--- src/md4_pkg.sv ---
// ----------------------------------------------------------------------------
// md4_pkg
// Shared types, constants and the microcode program of the MD4 hash core.
// ----------------------------------------------------------------------------
`default_nettype none

package md4_pkg;

  // chaining word start values
  localparam logic [31:0] IV_A = 32'h67452301;
  localparam logic [31:0] IV_B = 32'hefcdab89;
  localparam logic [31:0] IV_C = 32'h98badcfe;
  localparam logic [31:0] IV_D = 32'h10325476;

  // round constants
  localparam logic [31:0] K_R1 = 32'h00000000;
  localparam logic [31:0] K_R2 = 32'h5A827999;
  localparam logic [31:0] K_R3 = 32'h6ED9EBA1;

  localparam logic [7:0] PAD_BYTE = 8'h80;

  localparam int PC_W = 6;

  // micro-operations
  localparam logic [2:0] OP_IDLE  = 3'd0;
  localparam logic [2:0] OP_LOAD  = 3'd1;
  localparam logic [2:0] OP_ROUND = 3'd2;
  localparam logic [2:0] OP_CHAIN = 3'd3;
  localparam logic [2:0] OP_PAD80 = 3'd4;
  localparam logic [2:0] OP_PADZ  = 3'd5;
  localparam logic [2:0] OP_LEN   = 3'd6;
  localparam logic [2:0] OP_EMIT  = 3'd7;

  // program addresses
  localparam logic [PC_W-1:0] PC_IDLE   = 6'd0;
  localparam logic [PC_W-1:0] PC_LOAD   = 6'd1;
  localparam logic [PC_W-1:0] PC_ROUND0 = 6'd2;
  localparam logic [PC_W-1:0] PC_ROUNDN = 6'd49;
  localparam logic [PC_W-1:0] PC_CHAIN  = 6'd50;
  localparam logic [PC_W-1:0] PC_PAD80  = 6'd51;
  localparam logic [PC_W-1:0] PC_PADZ   = 6'd52;
  localparam logic [PC_W-1:0] PC_LEN    = 6'd53;
  localparam logic [PC_W-1:0] PC_EMIT   = 6'd54;

  // padding stops here, the length takes the last eight bytes
  localparam logic [5:0] LEN_POS   = 6'd56;
  localparam logic [5:0] BLOCK_END = 6'd63;

  typedef struct packed {
    logic [7:0] data_byte;
    logic       byte_present;
    logic       last;
  } msg_beat_t;

  typedef struct packed {
    logic [31:0] digest_a;
    logic [31:0] digest_b;
    logic [31:0] digest_c;
    logic [31:0] digest_d;
  } digest_beat_t;

  typedef struct packed {
    logic [2:0] op;
    logic [3:0] widx;
    logic [4:0] rot;
    logic [1:0] rnd;
  } ucode_t;

  typedef struct packed {
    logic pos_last;    // fill position is the last byte of a block
    logic ptr_at_len;  // pad pointer reached the length field
    logic ptr_at_end;  // pad pointer at the last byte of a block
    logic out_free;    // digest register can take a new result
  } seq_status_t;

  localparam logic [3:0] WORD_SEL [48] = '{
    4'd0, 4'd1, 4'd2, 4'd3, 4'd4, 4'd5, 4'd6, 4'd7,
    4'd8, 4'd9, 4'd10, 4'd11, 4'd12, 4'd13, 4'd14, 4'd15,
    4'd0, 4'd4, 4'd8, 4'd12, 4'd1, 4'd5, 4'd9, 4'd13,
    4'd2, 4'd6, 4'd10, 4'd14, 4'd3, 4'd7, 4'd11, 4'd15,
    4'd0, 4'd8, 4'd4, 4'd12, 4'd2, 4'd10, 4'd6, 4'd14,
    4'd1, 4'd9, 4'd5, 4'd13, 4'd3, 4'd11, 4'd7, 4'd15
  };

  function automatic logic [4:0] rot_amount(input logic [1:0] rnd, input logic [1:0] pos);
    logic [4:0] r;
    case ({rnd, pos})
      4'h0: r = 5'd3;
      4'h1: r = 5'd7;
      4'h2: r = 5'd11;
      4'h3: r = 5'd19;
      4'h4: r = 5'd3;
      4'h5: r = 5'd5;
      4'h6: r = 5'd9;
      4'h7: r = 5'd13;
      4'h8: r = 5'd3;
      4'h9: r = 5'd9;
      4'hA: r = 5'd11;
      default: r = 5'd15;
    endcase
    return r;
  endfunction

  // microcode ROM: one control word per program address
  function automatic ucode_t ucode_rom(input logic [PC_W-1:0] pc);
    ucode_t u;
    logic [PC_W-1:0] step;
    step = pc - PC_ROUND0;
    u = '{op: OP_IDLE, widx: 4'd0, rot: 5'd0, rnd: 2'd0};
    unique case (pc)
      PC_IDLE:  u.op = OP_IDLE;
      PC_LOAD:  u.op = OP_LOAD;
      PC_CHAIN: u.op = OP_CHAIN;
      PC_PAD80: u.op = OP_PAD80;
      PC_PADZ:  u.op = OP_PADZ;
      PC_LEN:   u.op = OP_LEN;
      PC_EMIT:  u.op = OP_EMIT;
      default: begin
        if (pc >= PC_ROUND0 && pc <= PC_ROUNDN) begin
          u.op   = OP_ROUND;
          u.rnd  = step[5:4];
          u.widx = WORD_SEL[step];
          u.rot  = rot_amount(step[5:4], step[1:0]);
        end
      end
    endcase
    return u;
  endfunction

endpackage

`default_nettype wire

--- src/md4_stream_if.sv ---
// ----------------------------------------------------------------------------
// md4_stream_if
// Valid/ready channel carrying one payload beat per handshake.
// ----------------------------------------------------------------------------
`default_nettype none

interface md4_stream_if #(
  parameter type payload_t = logic
) ();
  logic     valid;
  logic     ready;
  payload_t payload;

  modport source (output valid, output payload, input ready);
  modport sink   (input valid, input payload, output ready);
endinterface

`default_nettype wire

--- src/md4_hash_core_top.sv ---
// ----------------------------------------------------------------------------
// md4_hash_core_top
// MD4 message digest core, one message byte per beat.
// ----------------------------------------------------------------------------
// Bytes are taken one per cycle while the core sits in its idle step. The
// 64th byte of a block starts a compression that holds the input off: one
// load, 48 round steps through a single round unit, one chaining add. A beat
// with last set runs the padding sequencer: a step for the 0x80 byte, a step
// for each zero byte, a step that finds the length field and one that
// writes the length, then a compression and a step that loads the digest
// register. When the 0x80 byte lands at byte 56 or later, the zero fill runs
// to the end of the block and a compression sits between the two parts of
// the fill. A last byte that completes a block runs its own compression
// before the padding starts. The digest load waits for as long as the
// previous digest has not been taken. All timing comes from the microcode
// program walked by the step counter. The digest register sits apart from
// the input side, so a new message may start while a digest waits to be
// taken.
// ----------------------------------------------------------------------------
`default_nettype none

module md4_hash_core_top (
  input logic         clk,
  input logic         rst,
  md4_stream_if.sink   msg,
  md4_stream_if.source digest
);
  import md4_pkg::*;

  ucode_t       ctrl;
  seq_status_t  stat;
  msg_beat_t    beat_data;
  digest_beat_t digest_data;
  logic         digest_valid;
  logic         beat;

  assign beat_data = msg.payload;
  assign msg.ready = (ctrl.op == OP_IDLE);
  assign beat      = msg.valid && msg.ready;

  assign digest.valid   = digest_valid;
  assign digest.payload = digest_data;

  md4_seq u_seq (
    .clk       (clk),
    .rst       (rst),
    .beat      (beat),
    .beat_data (beat_data),
    .stat      (stat),
    .ctrl      (ctrl)
  );

  md4_dp u_dp (
    .clk          (clk),
    .rst          (rst),
    .ctrl         (ctrl),
    .beat         (beat),
    .beat_data    (beat_data),
    .stat         (stat),
    .digest_data  (digest_data),
    .digest_valid (digest_valid),
    .digest_ready (digest.ready)
  );

  a_emit_shows: assert property (@(posedge clk) disable iff (rst)
    (ctrl.op == OP_EMIT && stat.out_free) |=> digest.valid)
    else $error("digest not presented after emit");

  a_len_pos: assert property (@(posedge clk) disable iff (rst)
    (ctrl.op == OP_LEN) |-> stat.ptr_at_len)
    else $error("length written at wrong pad position");

  a_full_block: assert property (@(posedge clk) disable iff (rst)
    (beat && beat_data.byte_present && stat.pos_last) |=> (ctrl.op == OP_LOAD))
    else $error("full block did not start compression");

endmodule

`default_nettype wire

--- src/md4_seq.sv ---
// ----------------------------------------------------------------------------
// md4_seq
// Microcode sequencer: program counter, ROM lookup and branch decisions.
// ----------------------------------------------------------------------------
`default_nettype none

module md4_seq (
  input  logic                clk,
  input  logic                rst,
  input  logic                beat,
  input  md4_pkg::msg_beat_t  beat_data,
  input  md4_pkg::seq_status_t stat,
  output md4_pkg::ucode_t     ctrl
);
  import md4_pkg::*;

  logic [PC_W-1:0] pc, pc_next;
  logic fin, padded, len_done;

  assign ctrl = ucode_rom(pc);

  always_comb begin
    pc_next = pc;
    unique case (ctrl.op)
      OP_IDLE: begin
        if (beat) begin
          if (beat_data.byte_present && stat.pos_last) pc_next = PC_LOAD;
          else if (beat_data.last)                     pc_next = PC_PAD80;
        end
      end
      OP_LOAD, OP_ROUND: pc_next = PC_W'(pc + 6'd1);
      OP_CHAIN: begin
        if (!fin)          pc_next = PC_IDLE;
        else if (len_done) pc_next = PC_EMIT;
        else if (padded)   pc_next = PC_PADZ;
        else               pc_next = PC_PAD80;
      end
      // 0x80 in the last byte of a block: the block is full already
      OP_PAD80: pc_next = stat.ptr_at_end ? PC_LOAD : PC_PADZ;
      OP_PADZ: begin
        if (stat.ptr_at_len)      pc_next = PC_LEN;
        else if (stat.ptr_at_end) pc_next = PC_LOAD;
      end
      OP_LEN:  pc_next = PC_LOAD;
      OP_EMIT: pc_next = stat.out_free ? PC_IDLE : PC_EMIT;
      default: pc_next = PC_IDLE;
    endcase
  end

  always_ff @(posedge clk) begin
    if (rst) begin
      pc       <= PC_IDLE;
      fin      <= 1'b0;
      padded   <= 1'b0;
      len_done <= 1'b0;
    end else begin
      pc <= pc_next;
      if (ctrl.op == OP_IDLE && beat) begin
        fin      <= beat_data.last;
        padded   <= 1'b0;
        len_done <= 1'b0;
      end
      if (ctrl.op == OP_PAD80) padded <= 1'b1;
      if (ctrl.op == OP_LEN)   len_done <= 1'b1;
    end
  end

endmodule

`default_nettype wire

--- src/md4_dp.sv ---
// ----------------------------------------------------------------------------
// md4_dp
// MD4 datapath: block buffer, byte count, pad pointer, working and chaining
// words, round function and the digest output register.
// ----------------------------------------------------------------------------
`default_nettype none

module md4_dp (
  input  logic                  clk,
  input  logic                  rst,
  input  md4_pkg::ucode_t       ctrl,
  input  logic                  beat,
  input  md4_pkg::msg_beat_t    beat_data,
  output md4_pkg::seq_status_t  stat,
  output md4_pkg::digest_beat_t digest_data,
  output logic                  digest_valid,
  input  logic                  digest_ready
);
  import md4_pkg::*;

  logic [31:0] blk [16];
  logic [60:0] count, count_next;
  logic [5:0]  ptr;
  logic [31:0] wa, wb, wc, wd;
  logic [31:0] ca, cb, cc, cd;

  logic [31:0] f_val, k_val, sum, rnd_out;
  logic [63:0] rot_dbl;

  logic        wr_en;
  logic [5:0]  wr_pos;
  logic [7:0]  wr_byte;
  logic        emit_load;

  assign count_next = beat_data.byte_present ? 61'(count + 61'd1) : count;

  assign stat.pos_last   = (count[5:0] == BLOCK_END);
  assign stat.ptr_at_len = (ptr == LEN_POS);
  assign stat.ptr_at_end = (ptr == BLOCK_END);
  assign stat.out_free   = !digest_valid || digest_ready;

  assign emit_load = (ctrl.op == OP_EMIT) && stat.out_free;

  // round function
  always_comb begin
    case (ctrl.rnd)
      2'd0: begin
        f_val = (wb & wc) | (~wb & wd);
        k_val = K_R1;
      end
      2'd1: begin
        f_val = (wb & wc) | (wb & wd) | (wc & wd);
        k_val = K_R2;
      end
      default: begin
        f_val = wb ^ wc ^ wd;
        k_val = K_R3;
      end
    endcase
  end

  assign sum     = wa + f_val + blk[ctrl.widx] + k_val;
  assign rot_dbl = {sum, sum} << ctrl.rot;
  assign rnd_out = rot_dbl[63:32];

  // byte writes into the block buffer
  always_comb begin
    wr_en   = 1'b0;
    wr_pos  = ptr;
    wr_byte = 8'h00;
    if (ctrl.op == OP_IDLE && beat && beat_data.byte_present) begin
      wr_en   = 1'b1;
      wr_pos  = count[5:0];
      wr_byte = beat_data.data_byte;
    end else if (ctrl.op == OP_PAD80) begin
      wr_en   = 1'b1;
      wr_byte = PAD_BYTE;
    end else if (ctrl.op == OP_PADZ && !stat.ptr_at_len) begin
      wr_en   = 1'b1;
    end
  end

  always_ff @(posedge clk) begin
    if (wr_en) begin
      if (wr_pos[1:0] == 2'd0) blk[wr_pos[5:2]] <= {24'h0, wr_byte};
      else                     blk[wr_pos[5:2]][8*wr_pos[1:0] +: 8] <= wr_byte;
    end
    if (ctrl.op == OP_LEN) begin
      // bit length = byte count * 8, little-endian over two words
      blk[14] <= {count[28:0], 3'b000};
      blk[15] <= count[60:29];
    end
  end

  always_ff @(posedge clk) begin
    if (rst) begin
      count <= '0;
      ptr   <= '0;
      wa    <= '0;
      wb    <= '0;
      wc    <= '0;
      wd    <= '0;
      ca    <= IV_A;
      cb    <= IV_B;
      cc    <= IV_C;
      cd    <= IV_D;
    end else begin
      if (ctrl.op == OP_IDLE && beat) begin
        count <= count_next;
        ptr   <= count_next[5:0];
      end
      if (wr_en && ctrl.op != OP_IDLE) ptr <= 6'(ptr + 6'd1);
      case (ctrl.op)
        OP_LOAD: begin
          wa <= ca;
          wb <= cb;
          wc <= cc;
          wd <= cd;
        end
        OP_ROUND: begin
          // target rotates A, D, C, B: shift the word ring by one
          wa <= wd;
          wb <= rnd_out;
          wc <= wb;
          wd <= wc;
        end
        OP_CHAIN: begin
          ca <= ca + wa;
          cb <= cb + wb;
          cc <= cc + wc;
          cd <= cd + wd;
        end
        OP_EMIT: begin
          if (emit_load) begin
            ca    <= IV_A;
            cb    <= IV_B;
            cc    <= IV_C;
            cd    <= IV_D;
            count <= '0;
          end
        end
        default: ;
      endcase
    end
  end

  always_ff @(posedge clk) begin
    if (emit_load) digest_data <= '{digest_a: ca, digest_b: cb, digest_c: cc, digest_d: cd};
  end

  always_ff @(posedge clk) begin
    if (rst) begin
      digest_valid <= 1'b0;
    end else if (emit_load) begin
      digest_valid <= 1'b1;
    end else if (digest_ready) begin
      digest_valid <= 1'b0;
    end
  end

endmodule

`default_nettype wire
--- src/flat_wrapper.sv ---
// flat-port wrapper written by rule: the top's interface ports become plain ports
module md4_hash_core_top_flat import md4_pkg::*;
  (clk, rst, msg_valid, msg_payload, msg_ready, digest_valid, digest_payload, digest_ready);
  md4_stream_if msg_i ();
  md4_stream_if digest_i ();
  input logic clk;
  input logic rst;
  input wire logic [$bits(msg_i.valid)-1:0] msg_valid;
  input wire logic [$bits(msg_i.payload)-1:0] msg_payload;
  output wire logic [$bits(msg_i.ready)-1:0] msg_ready;
  output wire logic [$bits(digest_i.valid)-1:0] digest_valid;
  output wire logic [$bits(digest_i.payload)-1:0] digest_payload;
  input wire logic [$bits(digest_i.ready)-1:0] digest_ready;
  assign msg_i.valid = msg_valid;
  assign msg_i.payload = msg_payload;
  assign msg_ready = msg_i.ready;
  assign digest_valid = digest_i.valid;
  assign digest_payload = digest_i.payload;
  assign digest_i.ready = digest_ready;
  md4_hash_core_top u_core (.clk(clk), .rst(rst), .msg(msg_i), .digest(digest_i));
endmodule
--- config.mk ---
export PLATFORM = sky130hd
export DESIGN_NAME = md4_hash_core_top_flat
export DESIGN_NICKNAME = d
export VERILOG_FILES = /design/src/md4_pkg.sv /design/src/md4_stream_if.sv /design/src/md4_hash_core_top.sv /design/src/md4_seq.sv /design/src/md4_dp.sv /design/src/flat_wrapper.sv
export SDC_FILE = /design/constraint.sdc
export NUM_CORES = 1
export LEC_CHECK = 0
export BUFFER_PORTS_ARGS = -buffer_cell sky130_fd_sc_hd__buf_2
export CAP_MARGIN = 20
export CORE_ASPECT_RATIO = 1.25
export CORE_MARGIN = 2
export CORE_UTILIZATION = 60
export DETAILED_ROUTE_END_ITERATION = 12
export PLACE_DENSITY = 0.75
export SYNTH_ARGS = -nofsm -noshare
export SYNTH_HDL_FRONTEND = slang
export SYNTH_SLANG_ARGS = --single-unit
--- constraint.sdc ---
create_clock -name clk -period 10.38 [get_ports clk]
set_input_delay 0 -clock clk [delete_from_list [all_inputs] [get_ports clk]]
set_output_delay 0 -clock clk [all_outputs]
set_load 0.05 [all_outputs]
Word level (Yosys, flattened, before mapping)
Memory sizes are Yosys's and may differ from the RTL's.
Cells that the tools add are included.
{ "word_totals": {"reg_bits": 273, "memories": 3, "mem_bits_rw": 512, "wordCells": 205, "output_inout_bits": 3, "romBits": 320, "inputBits": 5} }
{ "op_classes": {"shift": 3, "n_bitwise": 43, "magnitude_cmp": 3, "mux": 82, "n_reduce_logical": 25, "add_sub_neg": 11, "n_eq_ne": 20} }
{ "mem_list": {"columns": ["memory", "depth", "width", "read_ports", "rd_clocked_by_memory_dff", "wr", "line_no", "rtl"], "rows": [
  ["u_core.u_dp.blk", 16, 32, 1, 0, 2, "md4_dp.sv:21", "logic [31:0] blk [16];"],
  ["(name not given)", 64, 4, 1, 0, 0, "md4_pkg.sv:122", "u.widx = WORD_SEL[step];"],
  ["(name not given)", 16, 4, 1, 0, 0, "md4_pkg.sv:87", "case ({rnd, pos})"]
]} }
{ "ops": {"columns": ["operator", "count"], "rows": [
  ["$pmux W32 S2", 9],
  ["$add A32 B32 Y32", 7],
  ["$mux W32", 7],
  ["$and A32 B32 Y32", 4],
  ["$or A32 B32 Y32", 3],
  ["$shl A64 B5 Y64", 1],
  ["$xor A32 B32 Y32", 2],
  ["$pmux W31 S2", 1],
  ["$mux W6", 9],
  ["$mux W1", 46],
  ["$eq A6 B6 Y1 const B", 7],
  ["$pmux W6 S7", 1],
  ["$neg A5 Y34", 1],
  ["$shift A8 B34 Y32 const A", 1],
  ["$shiftx A8 B34 Y32", 1],
  ["$not A32 Y32", 1],
  ["$or A1 B1 Y1", 32],
  ["$reduce_or A32 Y1", 1],
  ["$pmux W3 S7", 1],
  ["$mux W13", 1],
  ["$add A6 B1 Y6 const B", 2],
  ["$eq A3 B3 Y1 const B", 4],
  ["$mux W4", 3],
  ["$reduce_bool A2 Y1", 6],
  ["other kinds (25)", 36]
]} }

Logic depth before layout (Yosys ltp)
{ "logic_depth": {"depth_word": 15, "mapped_depth": 32, "depth_no_buf": 26} }

Hierarchy
From an unflattened synthesis, not the netlist that was laid out.
{ "hier_totals": {"cells_unflattened": 4468, "hier_area_um2": 50922.6} }
{ "modules_own_cells": {"columns": ["mod", "area_per_inst_um2", "seq_area_each_um2", "cells_each", "n_inst"], "rows": [
  ["md4_dp", 49731.4, 25674.6, 4307, 1],
  ["md4_seq", 1167.4, 180.2, 158, 1],
  ["md4_hash_core_top", 23.8, 0.0, 3, 1]
]} }

Worst setup path before layout
Ideal clock, no wire load.
{ "synth_path": {"path_type": "register to register", "startpoint": "register u_core.u_seq.pc[1]", "endpoint": "register u_core.u_dp.wb[26]", "setup_ps": 96, "synth_period_minus_slack_ps": 7170, "stages_incl_launch_ff": 28, "slack_ps": 3210, "t_arrival_ps": 7074, "cell_sequence": "dfxtp_1 -> clkbuf_1 -> inv_1 -> ha_1 -> nor4b_1 -> or3_1 -> buf_2 -> nand4_4 -> buf_2 -> buf_1 -> clkbuf_1 -> clkbuf_1 -> clkbuf_1 -> nor3_1 -> fa_1 -> ha_1 -> ha_1 -> and3_1 -> a221o_1 -> a21oi_1 -> a311oi_1 -> nor3b_1 -> o21ai_0 -> xnor2_1 -> a31oi_1 -> o211ai_1 -> o31a_1 -> o41ai_2"} }
{ "synth_between": {"elab_chain_len": 12} }
{ "synth_lines": {"columns": ["item", "line_no", "rtl"], "rows": [
  ["start, declared", "md4_seq.sv:17", "logic [PC_W-1:0] pc, pc_next;"],
  ["start signal, assigned", "md4_seq.sv:57", "pc <= pc_next;"],
  ["$sub A6 B2 Y6", "md4_pkg.sv:108", "step = pc - PC_ROUND0;"],
  ["$not A6 Y7 (implied by the code)", "md4_pkg.sv:122", null],
  ["$mem_v2 Z64 W4", null, null],
  ["$mux W4 (implied by the code) (2 in series)", "md4_pkg.sv:122", null],
  ["$mux W13", "md4_pkg.sv:119", "if (pc >= PC_ROUND0 && pc <= PC_ROUNDN) begin"],
  ["$mux W11", "md4_pkg.sv:110", "unique case (pc)"],
  ["$mem_v2 Z16 W32", null, null],
  ["$add A32 B32 Y32 (2 in series)", "md4_dp.sv:62", "assign sum = wa + f_val + blk[ctrl.widx] + k_val;"],
  ["$shl A64 B5 Y64", "md4_dp.sv:63", "assign rot_dbl = {sum, sum} << ctrl.rot;"],
  ["$pmux W32 S2", "md4_dp.sv:113", "case (ctrl.op)"],
  ["end signal, assigned", "md4_dp.sv:123", "wb <= rnd_out;"],
  ["end, declared", "md4_dp.sv:24", "logic [31:0] wa, wb, wc, wd;"]
]} }
Several ways; a longest one is shown, not always the timed one. The select of a mux whose other input is x is not followed.
A chain may end at the register's enable or synchronous reset.

Worst setup path after layout
{ "layout_path": {"startpoint": "register u_core.u_seq.pc[0]", "endpoint": "register u_core.u_dp.wb[20]"} }
The elaborated chain is that of the path after synthesis.

==> flow_metrics.env <==
export IMPL_dr_pass1_iters=7
export IMPL_synth_cell_types=89
export IMPL_final_util=0.6439
export IMPL_synth_fp_nets=3550
export IMPL_final_net_count=3447
export IMPL_die_h_um=236.0
export IMPL_drv_cap=0
export IMPL_setup_viol=0
export IMPL_die_x_um=189.6
export IMPL_yosysTopAreaCell="dfxtp_1"
export IMPL_synth_edff_count=57
export IMPL_h_tree_depth=2
export IMPL_io_buffers=7
export IMPL_critPathMaxFanout=35
export IMPL_grt_pass1_vias=24460
export IMPL_drc=0
export IMPL_syn_area_per_cell_um2=7.877
export IMPL_cts_tree="done"
export IMPL_drive_gt1_frac=0.05084
export IMPL_rows=85
export IMPL_yosys_top_cells_area="dfxtp_1 (22%), ha_1 (9.7%), nand2_1 (7.1%)"
export IMPL_ant_nets=0
export IMPL_ys_seq_area_frac=0.2831
export IMPL_fmax_mhz=121.9
export IMPL_gp_congestion=1.004
export IMPL_syn2layout_area_growth_pct=6.517
export IMPL_io_pins=8
export IMPL_overflow=0
export IMPL_fin_tns_setup_ps=0
export IMPL_synth_seq_cells=337
export IMPL_grt_use_total=0.4023
export IMPL_core_region_area_mm2=0.04275
export IMPL_worst_ep_required_time_ps=10810
export IMPL_clockBufferDepth=3
export IMPL_status="finished, final reports clean"
export IMPL_slew_violations=0
export IMPL_wl_um=91060
export IMPL_cp_start_kind="register"
export IMPL_num_vias=25430
export IMPL_routedWlPerCell_um=24.15
export IMPL_arrival_ps=8630
export IMPL_yosys_top_cells_count="nand2_1 (486), nor2_1 (366), a21oi_1 (281)"
export IMPL_slew_headroom=0.03970
export IMPL_netlist_area_mm2=0.02584
export IMPL_start_util=0.6045
export IMPL_hold_class="primary input to register"
export IMPL_drt_first_iter_violations=2528
export IMPL_async_reset_ff_frac=0
export IMPL_hold_violations=0
export IMPL_synthFlopType="dfxtp_1"
export IMPL_yosys_warnings=0
export IMPL_worstSkewPairLatency_ps=600
export IMPL_clockRootBuffer="clkbuf_16"
export IMPL_diodes=0
export IMPL_fin_skew_ps=35.82
export IMPL_endpoint_kind="register"
export IMPL_clkSinkCount=337
export IMPL_layout_min_cycle_time_ps=8205
export IMPL_yosysMostFrequentCell="nand2_1"
export IMPL_place_hpwl_um=65070
export IMPL_design_die_area_mm2=0.04476
export IMPL_viasPerCell=6.743
export IMPL_syn_inst=3281
export IMPL_antenna_found_initial=0
export IMPL_grt_start_max_net_pins=87
export IMPL_clkTransAtPathRegs_ps=60
export IMPL_numCtsBuffers=38
export IMPL_fin_crit_sh=0.7905
export IMPL_worst_slew_pin_slew_ps=1440
export IMPL_crit_type="register to register"
export IMPL_synth_top_area_frac=0.2169
export IMPL_grt_pass1_wl_um=140200
export IMPL_rsz0062_at_grt="no"
cell usage in the layout, fill, tap and decap left out, types with 73 or more instances in the layout:
cell        n
a21o_1     81
a21oi_1   281
a311oi_1  114
dfxtp_1   280
ha_1      201
inv_1      73
nand2_1   486
nand3_1   121
nor2_1    362
nor3_1     83
o21ai_0   196
xnor2_1    91
registers in the layout, indices dropped and copies added, names as in the netlist, 6 cells and up:
register and count:
u_core.u_dp.blk 64, u_core.u_dp.ca 32, u_core.u_dp.wb 32, u_core.u_dp.cc 32, u_core.u_dp.ptr 6, u_core.u_dp.wc 32
u_core.u_dp.wd 32, u_core.u_dp.cb 32, u_core.u_dp.wa 32, u_core.u_dp.cd 32, u_core.u_seq.pc 6
final timing paths:
path	start	to	slack, ps	cells after the start
max	u_core.u_seq.pc[0]	u_core.u_dp.wb[20]	2170	24
min	rst	u_core.u_dp.ptr[2]	330	3
max reg2reg	u_core.u_seq.pc[0]	u_core.u_dp.wb[20]	2170	24
min reg2reg	u_core.u_dp.cd[11]	u_core.u_dp.cd[11]	480	2
through the flow:
step | hold WS, ps | std cells | setup slack [ps] | area, um2
after detailed placement | 341.5 | 3695 | 2389 | 26170
after global placement | 325.4 | 3695 | 2540 | 26170
after floorplan | 147.5 | 3281 | 3210 | 25840
after global routing | 339.8 | 3771 | 1592 | 27530
final | 333.6 | 3771 | 2175 | 27530
after CTS | 313.4 | 3767 | 2340 | 27500
final cells by class:
type / count / area, um2
clock buffer: 49 / 1033
clock inverter: 19 / 250.2
fill: 3754 / 15230
inverter: 75 / 281.5
multi-input combinational: 2675 / 17540
sequential: 337 / 7317
tap: 565 / 706.9
timing repair buffer: 51 / 394.1
cell families (layout without fill, tap and decap cells):
kind of cell | count (synthesis) | after routing | synth area share
XOR/XNOR | 137 | 137 | 0.04672
AO/OA/AOI/OAI | 947 | 947 | 0.2393
flip-flops | 337 | 337 | 0.2831
buffers and inverters | 269 | 194 | 0.03985
adder cells (fa/ha/maj) | 264 | 264 | 0.1461
multiplexers | 78 | 78 | 0.03123
AND/OR/NAND/NOR | 1249 | 1249 | 0.2137
critical path, cell delays in order (launching register included):
cell,delay (ps)
dfxtp_1,500
inv_1,200
ha_1,350
nor4b_1,370
or3_1,320
nand4_4,530
nor2_4,540
buf_4,460
buf_4,270
a21oi_1,90
o21ai_0,310
fa_1,590
ha_1,360
ha_1,480
and3_1,280
nand3_1,90
o21ai_0,470
a31oi_1,180
xnor2_1,230
o22ai_1,250
nor2_1,60
o21ai_0,170
o21ai_0,220
o21ai_0,530
a221oi_1,150
routing by layer:
metal,routed length (um),up-vias,track usage
li1,-,11670,-
met1,35090,12240,0.4984
met2,41630,1198,0.6470
met3,7725,327,0.06829
met4,6617,0,0.2589
met5,0,-,0
what timing repair did:
item | in CTS | in global routing
setup buffers | 0 | 0
endpoints found under the hold margin | 21 | 0
hold buffers | 4 | 0
resized for setup | 0 | 0
Power is not shown: default switching activity piles up to over one toggle a cycle in this logic, so the estimate is an artifact.
